### src/gdsw_pkg.sv
`default_nettype none

package gdsw_pkg;

   localparam int MAX_YEAR = 9999;

   localparam int YEAR_W   = 14;
   localparam int MONTH_W  = 4;
   localparam int DAY_W    = 5;
   localparam int SERIAL_W = 22;
   localparam int DIFF_W   = 23;
   localparam int WDAY_W   = 3;
   localparam int MLEN_W   = 5;
   localparam int CUM_W    = 9;
   localparam int QUAD_W   = YEAR_W - 2;
   localparam int CENT_W   = $clog2(MAX_YEAR / 100 + 1);

   localparam int DAYS_PER_YEAR = 365;
   localparam int MONTH_JAN     = 1;
   localparam int MONTH_FEB     = 2;
   localparam int MONTH_DEC     = 12;

   // floor(x / 25) as (x * DIV25_MUL) >> DIV25_SHIFT, exact for x below 4096
   localparam int DIV25_MUL   = 1311;
   localparam int DIV25_SHIFT = 15;
   localparam int DIV25_W     = 12;
   // floor(x / 7) as (x * DIV7_MUL) >> DIV7_SHIFT, exact for x below 2**22
   localparam int DIV7_MUL    = 4793491;
   localparam int DIV7_SHIFT  = 25;
   localparam int DIV7_W      = 23;

   localparam int NUM_DATES = 2;

   typedef struct packed {
      logic [MONTH_W-1:0]  month;
      logic [DAY_W-1:0]    day;
      logic [SERIAL_W-1:0] p365;
      logic [QUAD_W-1:0]   p4;
      logic [CENT_W-1:0]   p100;
      logic [QUAD_W-1:0]   y4;
      logic [CENT_W-1:0]   y100;
      logic [1:0]          ylo;
   } s1_type;

   typedef struct packed {
      logic [MONTH_W-1:0]  month;
      logic [DAY_W-1:0]    day;
      logic                leap;
      logic [SERIAL_W-1:0] dyear;
   } s2_type;

   typedef struct packed {
      logic [WDAY_W-1:0] xlo;
      logic [WDAY_W-1:0] qlo;
   } wd_type;

   function automatic logic [YEAR_W-1:0] clamp_year(input logic [YEAR_W-1:0] y);
      logic [YEAR_W-1:0] r;
      r = y;
      if (y == '0)
         r = YEAR_W'(1);
      else if (y > YEAR_W'(MAX_YEAR))
         r = YEAR_W'(MAX_YEAR);
      return r;
   endfunction

   function automatic logic [MONTH_W-1:0] clamp_month(input logic [MONTH_W-1:0] m);
      logic [MONTH_W-1:0] r;
      r = m;
      if (m < MONTH_W'(MONTH_JAN))
         r = MONTH_W'(MONTH_JAN);
      else if (m > MONTH_W'(MONTH_DEC))
         r = MONTH_W'(MONTH_DEC);
      return r;
   endfunction

   // days before the first of a month in a common year
   function automatic logic [CUM_W-1:0] days_before_month(input logic [MONTH_W-1:0] m);
      logic [CUM_W-1:0] r;
      unique case (m)
         4'd2:    r = 9'd31;
         4'd3:    r = 9'd59;
         4'd4:    r = 9'd90;
         4'd5:    r = 9'd120;
         4'd6:    r = 9'd151;
         4'd7:    r = 9'd181;
         4'd8:    r = 9'd212;
         4'd9:    r = 9'd243;
         4'd10:   r = 9'd273;
         4'd11:   r = 9'd304;
         4'd12:   r = 9'd334;
         default: r = 9'd0;
      endcase
      return r;
   endfunction

   function automatic logic [MLEN_W-1:0] month_days(input logic [MONTH_W-1:0] m);
      logic [MLEN_W-1:0] r;
      unique case (m)
         4'd2:    r = 5'd28;
         4'd4:    r = 5'd30;
         4'd6:    r = 5'd30;
         4'd9:    r = 5'd30;
         4'd11:   r = 5'd30;
         default: r = 5'd31;
      endcase
      return r;
   endfunction

endpackage

`default_nettype wire

### src/gdsw_if.sv
`default_nettype none

interface gdsw_req_if;
   import gdsw_pkg::*;

   logic               valid;
   logic               ready;
   logic [YEAR_W-1:0]  year_a;
   logic [MONTH_W-1:0] month_a;
   logic [DAY_W-1:0]   day_a;
   logic [YEAR_W-1:0]  year_b;
   logic [MONTH_W-1:0] month_b;
   logic [DAY_W-1:0]   day_b;

   modport source (
      output valid, year_a, month_a, day_a, year_b, month_b, day_b,
      input  ready
   );
   modport sink (
      input  valid, year_a, month_a, day_a, year_b, month_b, day_b,
      output ready
   );
endinterface

interface gdsw_rsp_if;
   import gdsw_pkg::*;

   logic                     valid;
   logic                     ready;
   logic [SERIAL_W-1:0]      serial_a;
   logic [SERIAL_W-1:0]      serial_b;
   logic signed [DIFF_W-1:0] diff_days;
   logic [WDAY_W-1:0]        weekday_a;
   logic [WDAY_W-1:0]        weekday_b;
   logic [MLEN_W-1:0]        month_length_a;
   logic [WDAY_W-1:0]        first_weekday_a;

   modport source (
      output valid, serial_a, serial_b, diff_days, weekday_a, weekday_b,
             month_length_a, first_weekday_a,
      input  ready
   );
   modport sink (
      input  valid, serial_a, serial_b, diff_days, weekday_a, weekday_b,
             month_length_a, first_weekday_a,
      output ready
   );
endinterface

`default_nettype wire

### src/gregorian_date_serial_and_weekday.sv
// Date pair to day number and weekday unit.
// req_chan carries two calendar dates (year, month, day each); rsp_chan
// returns both day numbers (0001-01-01 is day 1), the signed difference
// B minus A, both weekdays (0 Monday .. 6 Sunday), the length of A's month
// and the weekday of the first of A's month.
// A transaction moves on each channel at a clock edge with valid and ready
// both high. Out-of-range years and months are clamped; days are not checked.
// rsp valid rises once the req transaction has passed through all stages,
// and a stall on rsp_chan can hold it back longer. The work runs in
// five register stages (year terms, leap and year sum, month offset,
// reciprocal divide by 7, remainder and difference), so one transaction is
// taken every cycle while rsp_chan.ready stays high.
// Each stage holds its own valid bit; when rsp_chan.ready is low the full
// stages hold their data and empty stages ahead still fill, so req_chan.ready
// drops only once all five stages are full. Nothing is dropped or repeated.
// A synchronous reset clears all stage valid bits; the block takes a
// transaction in the first cycle after reset.
`default_nettype none

module gregorian_date_serial_and_weekday (
   input  wire logic   clock,
   input  wire logic   reset,
   gdsw_req_if.sink    req_chan,
   gdsw_rsp_if.source  rsp_chan
);
   import gdsw_pkg::*;

   localparam int NUM_STAGES = 5;

   logic [NUM_STAGES:1] vld_ff;
   logic [NUM_STAGES:1] vld_in;
   logic [NUM_STAGES:1] rdy;

   s1_type s1_in [NUM_DATES];
   s1_type s1_ff [NUM_DATES];
   s2_type s2_in [NUM_DATES];
   s2_type s2_ff [NUM_DATES];

   logic [SERIAL_W-1:0] s3_serial_in [NUM_DATES];
   logic [SERIAL_W-1:0] s3_serial_ff [NUM_DATES];
   logic [SERIAL_W-1:0] s3_base_a_in;
   logic [SERIAL_W-1:0] s3_base_a_ff;
   logic [MLEN_W-1:0]   s3_mlen_in;
   logic [MLEN_W-1:0]   s3_mlen_ff;

   logic [SERIAL_W-1:0] s4_serial_ff [NUM_DATES];
   logic [MLEN_W-1:0]   s4_mlen_ff;
   wd_type              s4_wd_in [3];
   wd_type              s4_wd_ff [3];

   logic [SERIAL_W-1:0]      s5_serial_ff [NUM_DATES];
   logic signed [DIFF_W-1:0] s5_diff_in;
   logic signed [DIFF_W-1:0] s5_diff_ff;
   logic [WDAY_W-1:0]        s5_wd_in [3];
   logic [WDAY_W-1:0]        s5_wd_ff [3];
   logic [MLEN_W-1:0]        s5_mlen_ff;

   logic [YEAR_W-1:0]  in_year  [NUM_DATES];
   logic [MONTH_W-1:0] in_month [NUM_DATES];
   logic [DAY_W-1:0]   in_day   [NUM_DATES];

   // handshake: a stage loads when it is empty or its contents move on
   always_comb begin
      rdy[NUM_STAGES] = !vld_ff[NUM_STAGES] || rsp_chan.ready;
      for (int k = NUM_STAGES - 1; k >= 1; k--) begin
         rdy[k] = !vld_ff[k] || rdy[k+1];
      end
      vld_in[1] = req_chan.valid;
      for (int k = 2; k <= NUM_STAGES; k++) begin
         vld_in[k] = vld_ff[k-1];
      end
   end

   assign req_chan.ready = rdy[1];

   always_ff @(posedge clock) begin
      if (reset) begin
         vld_ff <= '0;
      end else begin
         for (int k = 1; k <= NUM_STAGES; k++) begin
            if (rdy[k]) begin
               vld_ff[k] <= vld_in[k];
            end
         end
      end
   end

   // stage 1: clamp, years before, quarter and century counts
   always_comb begin
      in_year[0]  = req_chan.year_a;
      in_month[0] = req_chan.month_a;
      in_day[0]   = req_chan.day_a;
      in_year[1]  = req_chan.year_b;
      in_month[1] = req_chan.month_b;
      in_day[1]   = req_chan.day_b;
      for (int i = 0; i < NUM_DATES; i++) begin
         logic [YEAR_W-1:0]       yc;
         logic [YEAR_W-1:0]       p;
         logic [QUAD_W-1:0]       p4;
         logic [QUAD_W-1:0]       y4;
         logic [DIV25_W+QUAD_W-1:0] mp;
         logic [DIV25_W+QUAD_W-1:0] my;
         yc = clamp_year(in_year[i]);
         p  = yc - YEAR_W'(1);
         p4 = p[YEAR_W-1:2];
         y4 = yc[YEAR_W-1:2];
         mp = (DIV25_W+QUAD_W)'(p4) * (DIV25_W+QUAD_W)'(DIV25_MUL);
         my = (DIV25_W+QUAD_W)'(y4) * (DIV25_W+QUAD_W)'(DIV25_MUL);
         s1_in[i].month = clamp_month(in_month[i]);
         s1_in[i].day   = in_day[i];
         s1_in[i].p365  = SERIAL_W'(p) * SERIAL_W'(DAYS_PER_YEAR);
         s1_in[i].p4    = p4;
         s1_in[i].p100  = CENT_W'(mp >> DIV25_SHIFT);
         s1_in[i].y4    = y4;
         s1_in[i].y100  = CENT_W'(my >> DIV25_SHIFT);
         s1_in[i].ylo   = yc[1:0];
      end
   end

   // stage 2: leap flag and days before the year
   always_comb begin
      for (int i = 0; i < NUM_DATES; i++) begin
         logic century;
         century = (s1_ff[i].y4 == QUAD_W'(s1_ff[i].y100) * QUAD_W'(25));
         s2_in[i].month = s1_ff[i].month;
         s2_in[i].day   = s1_ff[i].day;
         s2_in[i].leap  = (s1_ff[i].ylo == 2'b00) &&
                          (!century || (s1_ff[i].y100[1:0] == 2'b00));
         s2_in[i].dyear = s1_ff[i].p365 + SERIAL_W'(s1_ff[i].p4)
                          - SERIAL_W'(s1_ff[i].p100)
                          + SERIAL_W'(s1_ff[i].p100 >> 2);
      end
   end

   // stage 3: month offset and day, and the length of A's month
   always_comb begin
      logic [SERIAL_W-1:0] base [NUM_DATES];
      for (int i = 0; i < NUM_DATES; i++) begin
         logic [CUM_W-1:0] cum;
         cum = days_before_month(s2_ff[i].month)
               + CUM_W'(s2_ff[i].leap && (s2_ff[i].month > MONTH_W'(MONTH_FEB)));
         base[i]         = s2_ff[i].dyear + SERIAL_W'(cum);
         s3_serial_in[i] = base[i] + SERIAL_W'(s2_ff[i].day);
      end
      s3_base_a_in = base[0];
      s3_mlen_in   = month_days(s2_ff[0].month)
                     + MLEN_W'(s2_ff[0].leap && (s2_ff[0].month == MONTH_W'(MONTH_FEB)));
   end

   // stage 4: quotient by 7 through a reciprocal multiply
   always_comb begin
      logic [SERIAL_W-1:0] x [3];
      x[0] = s3_serial_ff[0] + SERIAL_W'(6);
      x[1] = s3_serial_ff[1] + SERIAL_W'(6);
      x[2] = s3_base_a_ff + SERIAL_W'(7);
      for (int j = 0; j < 3; j++) begin
         logic [SERIAL_W+DIV7_W-1:0] prod;
         prod = (SERIAL_W+DIV7_W)'(x[j]) * (SERIAL_W+DIV7_W)'(DIV7_MUL);
         s4_wd_in[j].xlo = x[j][WDAY_W-1:0];
         s4_wd_in[j].qlo = prod[DIV7_SHIFT+WDAY_W-1:DIV7_SHIFT];
      end
   end

   // stage 5: x - 7q equals x + q modulo 8, and the remainder is below 7
   always_comb begin
      for (int j = 0; j < 3; j++) begin
         s5_wd_in[j] = s4_wd_ff[j].xlo + s4_wd_ff[j].qlo;
      end
      s5_diff_in = DIFF_W'({1'b0, s4_serial_ff[1]}) - DIFF_W'({1'b0, s4_serial_ff[0]});
   end

   always_ff @(posedge clock) begin
      if (rdy[1]) begin
         s1_ff <= s1_in;
      end
      if (rdy[2]) begin
         s2_ff <= s2_in;
      end
      if (rdy[3]) begin
         s3_serial_ff <= s3_serial_in;
         s3_base_a_ff <= s3_base_a_in;
         s3_mlen_ff   <= s3_mlen_in;
      end
      if (rdy[4]) begin
         s4_serial_ff <= s3_serial_ff;
         s4_mlen_ff   <= s3_mlen_ff;
         s4_wd_ff     <= s4_wd_in;
      end
      if (rdy[5]) begin
         s5_serial_ff <= s4_serial_ff;
         s5_diff_ff   <= s5_diff_in;
         s5_wd_ff     <= s5_wd_in;
         s5_mlen_ff   <= s4_mlen_ff;
      end
   end

   assign rsp_chan.valid           = vld_ff[NUM_STAGES];
   assign rsp_chan.serial_a        = s5_serial_ff[0];
   assign rsp_chan.serial_b        = s5_serial_ff[1];
   assign rsp_chan.diff_days       = s5_diff_ff;
   assign rsp_chan.weekday_a       = s5_wd_ff[0];
   assign rsp_chan.weekday_b       = s5_wd_ff[1];
   assign rsp_chan.first_weekday_a = s5_wd_ff[2];
   assign rsp_chan.month_length_a  = s5_mlen_ff;

`ifndef NO_ASSERTIONS
   a_weekday_range: assert property (@(posedge clock) disable iff (reset)
      rsp_chan.valid |-> (rsp_chan.weekday_a != 3'd7) && (rsp_chan.weekday_b != 3'd7)
                         && (rsp_chan.first_weekday_a != 3'd7))
      else $error("weekday remainder out of range");

   a_month_length: assert property (@(posedge clock) disable iff (reset)
      rsp_chan.valid |-> (rsp_chan.month_length_a >= 5'd28)
                         && (rsp_chan.month_length_a <= 5'd31))
      else $error("month length out of range");

   a_stage_hold: assert property (@(posedge clock) disable iff (reset)
      vld_ff[1] && !rdy[2] |=> vld_ff[1])
      else $error("stalled first stage lost its transaction");

   a_ready_when_empty: assert property (@(posedge clock) disable iff (reset)
      (vld_ff == '0) |-> req_chan.ready)
      else $error("empty pipeline refuses a transaction");
`endif

endmodule

`default_nettype wire

### src/flat_wrapper.sv
// flat-port wrapper written by rule: the top's interface ports become plain ports
module gregorian_date_serial_and_weekday_flat import gdsw_pkg::*;
  (clock, reset, req_chan_valid, req_chan_year_a, req_chan_month_a, req_chan_day_a, req_chan_year_b, req_chan_month_b, req_chan_day_b, req_chan_ready, rsp_chan_valid, rsp_chan_serial_a, rsp_chan_serial_b, rsp_chan_diff_days, rsp_chan_weekday_a, rsp_chan_weekday_b, rsp_chan_month_length_a, rsp_chan_first_weekday_a, rsp_chan_ready);
  gdsw_req_if req_chan_i ();
  gdsw_rsp_if rsp_chan_i ();
  input  wire logic clock;
  input  wire logic reset;
  input wire logic [$bits(req_chan_i.valid)-1:0] req_chan_valid;
  input wire logic [$bits(req_chan_i.year_a)-1:0] req_chan_year_a;
  input wire logic [$bits(req_chan_i.month_a)-1:0] req_chan_month_a;
  input wire logic [$bits(req_chan_i.day_a)-1:0] req_chan_day_a;
  input wire logic [$bits(req_chan_i.year_b)-1:0] req_chan_year_b;
  input wire logic [$bits(req_chan_i.month_b)-1:0] req_chan_month_b;
  input wire logic [$bits(req_chan_i.day_b)-1:0] req_chan_day_b;
  output wire logic [$bits(req_chan_i.ready)-1:0] req_chan_ready;
  output wire logic [$bits(rsp_chan_i.valid)-1:0] rsp_chan_valid;
  output wire logic [$bits(rsp_chan_i.serial_a)-1:0] rsp_chan_serial_a;
  output wire logic [$bits(rsp_chan_i.serial_b)-1:0] rsp_chan_serial_b;
  output wire logic [$bits(rsp_chan_i.diff_days)-1:0] rsp_chan_diff_days;
  output wire logic [$bits(rsp_chan_i.weekday_a)-1:0] rsp_chan_weekday_a;
  output wire logic [$bits(rsp_chan_i.weekday_b)-1:0] rsp_chan_weekday_b;
  output wire logic [$bits(rsp_chan_i.month_length_a)-1:0] rsp_chan_month_length_a;
  output wire logic [$bits(rsp_chan_i.first_weekday_a)-1:0] rsp_chan_first_weekday_a;
  input wire logic [$bits(rsp_chan_i.ready)-1:0] rsp_chan_ready;
  assign req_chan_i.valid = req_chan_valid;
  assign req_chan_i.year_a = req_chan_year_a;
  assign req_chan_i.month_a = req_chan_month_a;
  assign req_chan_i.day_a = req_chan_day_a;
  assign req_chan_i.year_b = req_chan_year_b;
  assign req_chan_i.month_b = req_chan_month_b;
  assign req_chan_i.day_b = req_chan_day_b;
  assign req_chan_ready = req_chan_i.ready;
  assign rsp_chan_valid = rsp_chan_i.valid;
  assign rsp_chan_serial_a = rsp_chan_i.serial_a;
  assign rsp_chan_serial_b = rsp_chan_i.serial_b;
  assign rsp_chan_diff_days = rsp_chan_i.diff_days;
  assign rsp_chan_weekday_a = rsp_chan_i.weekday_a;
  assign rsp_chan_weekday_b = rsp_chan_i.weekday_b;
  assign rsp_chan_month_length_a = rsp_chan_i.month_length_a;
  assign rsp_chan_first_weekday_a = rsp_chan_i.first_weekday_a;
  assign rsp_chan_i.ready = rsp_chan_ready;
  gregorian_date_serial_and_weekday u_core (.clock(clock), .reset(reset), .req_chan(req_chan_i), .rsp_chan(rsp_chan_i));
endmodule
### config.mk
export PLATFORM = sky130hd
export DESIGN_NAME = gregorian_date_serial_and_weekday_flat
export DESIGN_NICKNAME = d
export VERILOG_FILES = /design/src/gdsw_pkg.sv /design/src/gdsw_if.sv /design/src/gregorian_date_serial_and_weekday.sv /design/src/flat_wrapper.sv
export SDC_FILE = /design/constraint.sdc
export NUM_CORES = 2
export LEC_CHECK = 0
export ABC_AREA = 1
export BUFFER_PORTS_ARGS = -buffer_cell sky130_fd_sc_hd__buf_2
export CAP_MARGIN = 20
export CORE_UTILIZATION = 45
export CTS_CLUSTER_DIAMETER = 50
export DETAILED_ROUTE_END_ITERATION = 6
export GPL_TIMING_DRIVEN = 0
export SETUP_SLACK_MARGIN = 0.15
export SLEW_MARGIN = 20
export SYNTH_ARGS = -nofsm -noshare
export SYNTH_HDL_FRONTEND = slang
export SYNTH_SLANG_ARGS = --single-unit
### constraint.sdc
create_clock -name clock -period 42.4 [get_ports clock]
set_clock_uncertainty 0.15 [all_clocks]
set_input_delay 10.6 -clock clock [delete_from_list [all_inputs] [get_ports clock]]
set_output_delay 10.6 -clock clock [all_outputs]
set_load 0.005 [all_outputs]
Word level (Yosys, flattened, before mapping)
Memory sizes are Yosys's and may differ from the RTL's. A register that Yosys moved wholly into a read port is not among the register bits. Index checks and enable logic that the tools add are counted.

Flip-flop bits (word level): 430. Bits in read-only memories: 288. Input bits: 50. Output and inout bits: 83. Word-level logic and storage cells: 138. Memories: 2.

Memories: (no name shown) (depth 16, width 9, rd ports 1, clocked after memory_dff 1, write ports 0, RTL line gdsw_pkg.sv:80) `unique case (m)`; (no name shown) (depth 16, width 9, rd ports 1, clocked after memory_dff 1, write ports 0, RTL line gdsw_pkg.sv:80).

Add/sub/neg operators: 22. Multipliers: 11. $lt $le $gt $ge: 8. Equality and inequality tests: 7. Multiplexer cells: 9. Reductions and logical operators: 28.

Operator list (number): $add 22x5->22 (4); $mul 12x11->22 const B (4); $mul 22x23->28 const B (3); $add 22x3->22 const B (3); $mux 14 (4); $add 22x12->22 (2); $add 22x9->22 (2); $mul 14x9->22 const B (2); $sub 22x7->22 (2); $gt 14x14->1 const B (2); $logic_not 14->1 (2); $sub 14x1->14 const B (2); $eq 12x12->1 (2); $mul 7x5->12 const B (2); $sub 22x22->23 (1); $add 9x1->9 (2); $mux 4 (4); $add 3x3->3 (3); $eq 4x3->1 const B (2); $eq 4x4->1 const B (2); $gt 4x2->1 const B (2); $gt 4x4->1 const B (2); $logic_not 2->1 (4); $lt 4x1->1 const B (2); 8 further kinds (25).

Logic depth before layout (Yosys ltp)
Depth in word-level cells: 6. Mapped depth: 45. Depth with buffers taken out: 45.

Least setup slack after synthesis
No wires, ideal clock.

Path type: input-to-output. From: input rsp_chan_ready. To: output req_chan_ready. Arrival time: 17.435 ns. Slack: 14.215 ns. Stages on the path: 8. Path buffers: 0. Cell sequence: nor2_1 -> inv_1 -> nor2_1 -> inv_2 -> nor2_1 -> nand2_2 -> inv_2 -> nand2_1.

Longest elaborated chain between the ends: 5.

Ends and longest elaborated chain: start, declared (RTL line flat_wrapper.sv:24) `input wire logic [$bits(rsp_chan_i.ready)-1:0] rsp_chan_ready;`; $logic_or 1x1->1 (RTL line gregorian_date_serial_and_weekday.sv:64) `rdy[NUM_STAGES] = !vld_ff[NUM_STAGES] || rsp_chan.ready;`; net u_core.rdy (one bit) (RTL line gregorian_date_serial_and_weekday.sv:32) `logic [NUM_STAGES:1] rdy;`; $logic_or 1x1->1 (RTL line gregorian_date_serial_and_weekday.sv:66) `rdy[k] = !vld_ff[k] || rdy[k+1];`; net u_core.rdy (one bit) (RTL line gregorian_date_serial_and_weekday.sv:32); $logic_or 1x1->1 (3 in series) (RTL line gregorian_date_serial_and_weekday.sv:66); end, declared (RTL line flat_wrapper.sv:15) `output wire logic [$bits(req_chan_i.ready)-1:0] req_chan_ready;`.

The timed path passes the listed nets, and every way through them passes these cells.

Worst setup path in the final report
Ends and elaborated chain as after synthesis.

==> flow_summary_export.csv <==
group,metric,value,unit
yosys,synth_edf_count,417,
critical_path,rr_worst_depth,27,
critical_path,rrSetupSlack,34.69,ns
clock_network,clock_sinks,440,
min_path,hold_path.class,"flip-flop to flip-flop",
critical_path,cp_data_required_time,31.65,ns
placed_design,dp_hpwl,88.8,mm
min_path,hold_depth,0,
sta,worst_slew_pin_slew,1.10,ns
critical_path,crit_path_start_kind,"input port",
global_route,antenna_found_initial,5,
yosys,ys_seq_area_share,25.2,%
critical_path,worstPathArrival,13.32,ns
clock_network,cts_buffers,58,
routing,wirelength,104,mm
finish,drive_above_1_share,6.20,%
placed_design,port_buffers,131,
finish,register_area,13000,µm²
sta,setup_violations,0,
yosys,synth_area,51600,µm²
floorplanning,start_util,45.6,%
global_route,track_usage,18.5,%
finish,nFillCells,10600,
routing,ant_nets,0,
finish,syn_to_final_growth,9.02,%
finish,fin_util,49.7,%
yosys,synth_cells,5253,
global_route,grt_pass1_wl,175,mm
routing,drt-vias-per-instance,4.85,
sta,post-route-min-period,24.07,ns
finish,multi_input_area,33400,µm²
sta,rsz0062_at_grt,"no",
sta,max_freq,0.0415,GHz
sta,slew_violations,0,
global_route,grt_max_degree,60,
critical_path,worstPathMaxFanout,56,
clock_network,cts_tree,"yes",
clock_network,clk_pin_slew_worst_paths,0.06,ns
floorplanning,io-pin-count,133,
yosys,synth_cell_type_count,61,
clock_network,hold_buffers,0,
clock_network,clk_path_buf_depth,3,
global_route,grt_pass1_vias,35400,
clock_network,postCtsResizedCells,0,
floorplanning,core_area,113000,µm²
sta,tns,0,ns
yosys,syn-num-nets,6817,
status,status,"finished, final reports clean",
critical_path,cp-end-kind,"primary output",
sta,hold_viol,0,
clock_network,cts_setup_buffers,0,
floorplanning,rows,123,
yosys,ys_warn_count,0,
routing,drc_errors,0,
clock_network,clockRootBuffer,"clkbuf_16",
routing,drtIter0Drc,1234,
sta,worst_slew_margin_rel,26.6,%
floorplanning,die_h,341,µm
placed_design,globalplace.congestion,0.890,
floorplanning,die_width,341,µm
yosys,avgSynthCellArea,9.82,µm²
job,cap_violations,0,
clock_network,htreeDepth,2,
clock_network,clk_latency,0.64,ns
sta,min_period_over_period,56.8,%
yosys,synthArstFlopShare,0,%
routing,vias,34000,
routing,first_pass_iters,5,
yosys,synth_seq_cells,440,
routing,wire_per_inst,14.8,µm
floorplanning,dieArea,116000,µm²
global_route,gr-total-overflow,0,
yosys,ys.flop_type,"edfxtp_1",
finish,nets,7014,
critical_path,path_class,"input port to primary output",
[placed cells by master (no fill, tap or decap), types with 17 or more instances in the layout]
master / count
nand2_1: 503
fa_1: 512
ha_1: 1002
o21bai_1: 20
dfxtp_1: 23
or2_2: 27
nand3_1: 161
nor2_1: 203
nand2_2: 23
nand4_1: 47
a21oi_1: 245
buf_2: 132
clkbuf_16: 59
inv_1: 1377
edfxtp_1: 417
o21ai_0: 126
xor2_1: 212
nor3_1: 39
a21o_1: 17
xnor2_1: 108
[layout make-up]
| class | count | area share (%) |
|---|---|---|
| inverter | 1391 | 9.30 |
| multi-input combinational | 3413 | 59.3 |
| clock buffer | 65 | 2.70 |
| tap | 1500 | 3.34 |
| buffer | 9 | 0.0756 |
| clock inverter | 41 | 0.710 |
| sequential | 440 | 23.1 |
| antenna | 1 | 0.00445 |
| timing repair buffer | 137 | 1.46 |
[final timing paths]
check                               from                 end
hold reg to reg         u_core.s1_ff[64]    u_core.s2_ff[25]
hold / removal          u_core.s1_ff[64]    u_core.s2_ff[25]
setup reg to reg  u_core.s3_serial_ff[1]  u_core.s4_wd_ff[8]
setup / recovery          rsp_chan_ready      req_chan_ready
[routing by layer]
layer | GRT usage, % | wire, µm
met2 | 32.9 | 50800
met3 | 2.06 | 3190
met4 | 3.37 | 1470
met5 | 0 | 13
met1 | 24.5 | 48100
[through the flow]
step	hold WS (ns)	std cells	setup slack, ns	cell area, µm²
global placement	0.253	6884	9.98	54100
finish	0.266	6997	18.33	56200
detailed placement	0.255	6890	18.22	54300
global route	0.275	6997	17.96	56200
CTS	0.267	6996	18.21	56200
floorplan	0.250	5253	14.22	51600
[cells by family after synthesis]
family | synth area share (%)
fa+ha+maj | 44.2
buf+inv | 10.2
simple gates | 9.21
compound gates | 5.56
flops | 25.2
xor+xnor | 5.70
[worst max-delay path: stages]
cell	delay [ns]
buf_2	0.10
nor2_1	0.17
inv_4	0.23
nor2_1	0.24
inv_4	0.14
nor2_1	0.31
nand2_4	0.25
buf_16	0.27
inv_2	0.25
nand2_4	0.39
buf_2	0.28
[synthesized netlist by cell type (17+ instances only)]
cell	number	area, µm²
dfxtp_1	23	460
or2_2	27	169
nand3_1	161	806
a21o_1	17	128
xnor2_1	108	946
inv_1	1379	5180
nor3_1	39	195
o21ai_0	126	631
xor2_1	214	1870
ha_1	1002	12500
edfxtp_1	417	12500
fa_1	512	10200
nor2_1	203	762
nand4_1	47	294
nand2_2	24	150
nand2_1	504	1890
a21oi_1	245	1230
o21bai_1	20	150
[state kept, by name, summed over array words and instances (netlist names), named ones only]
signal and count:
u_core.rsp_chan.diff_days 23, u_core.rsp_chan.first_weekday_a 3, u_core.rsp_chan.month_length_a 3, u_core.rsp_chan.serial_a 22, u_core.rsp_chan.serial_b 22, u_core.rsp_chan.weekday_a 3
u_core.rsp_chan.weekday_b 3, u_core.s1_ff 142, u_core.s2_ff 64, u_core.s3_base_a_ff 22, u_core.s3_mlen_ff 3, u_core.s3_serial_ff 44
u_core.s4_mlen_ff 3, u_core.s4_serial_ff 42, u_core.s4_wd_ff 18, u_core.vld_ff 5
Power is left out: the tool's default activity adds up to more than one toggle a clock period on the data nets, which glitch-free logic cannot reach.
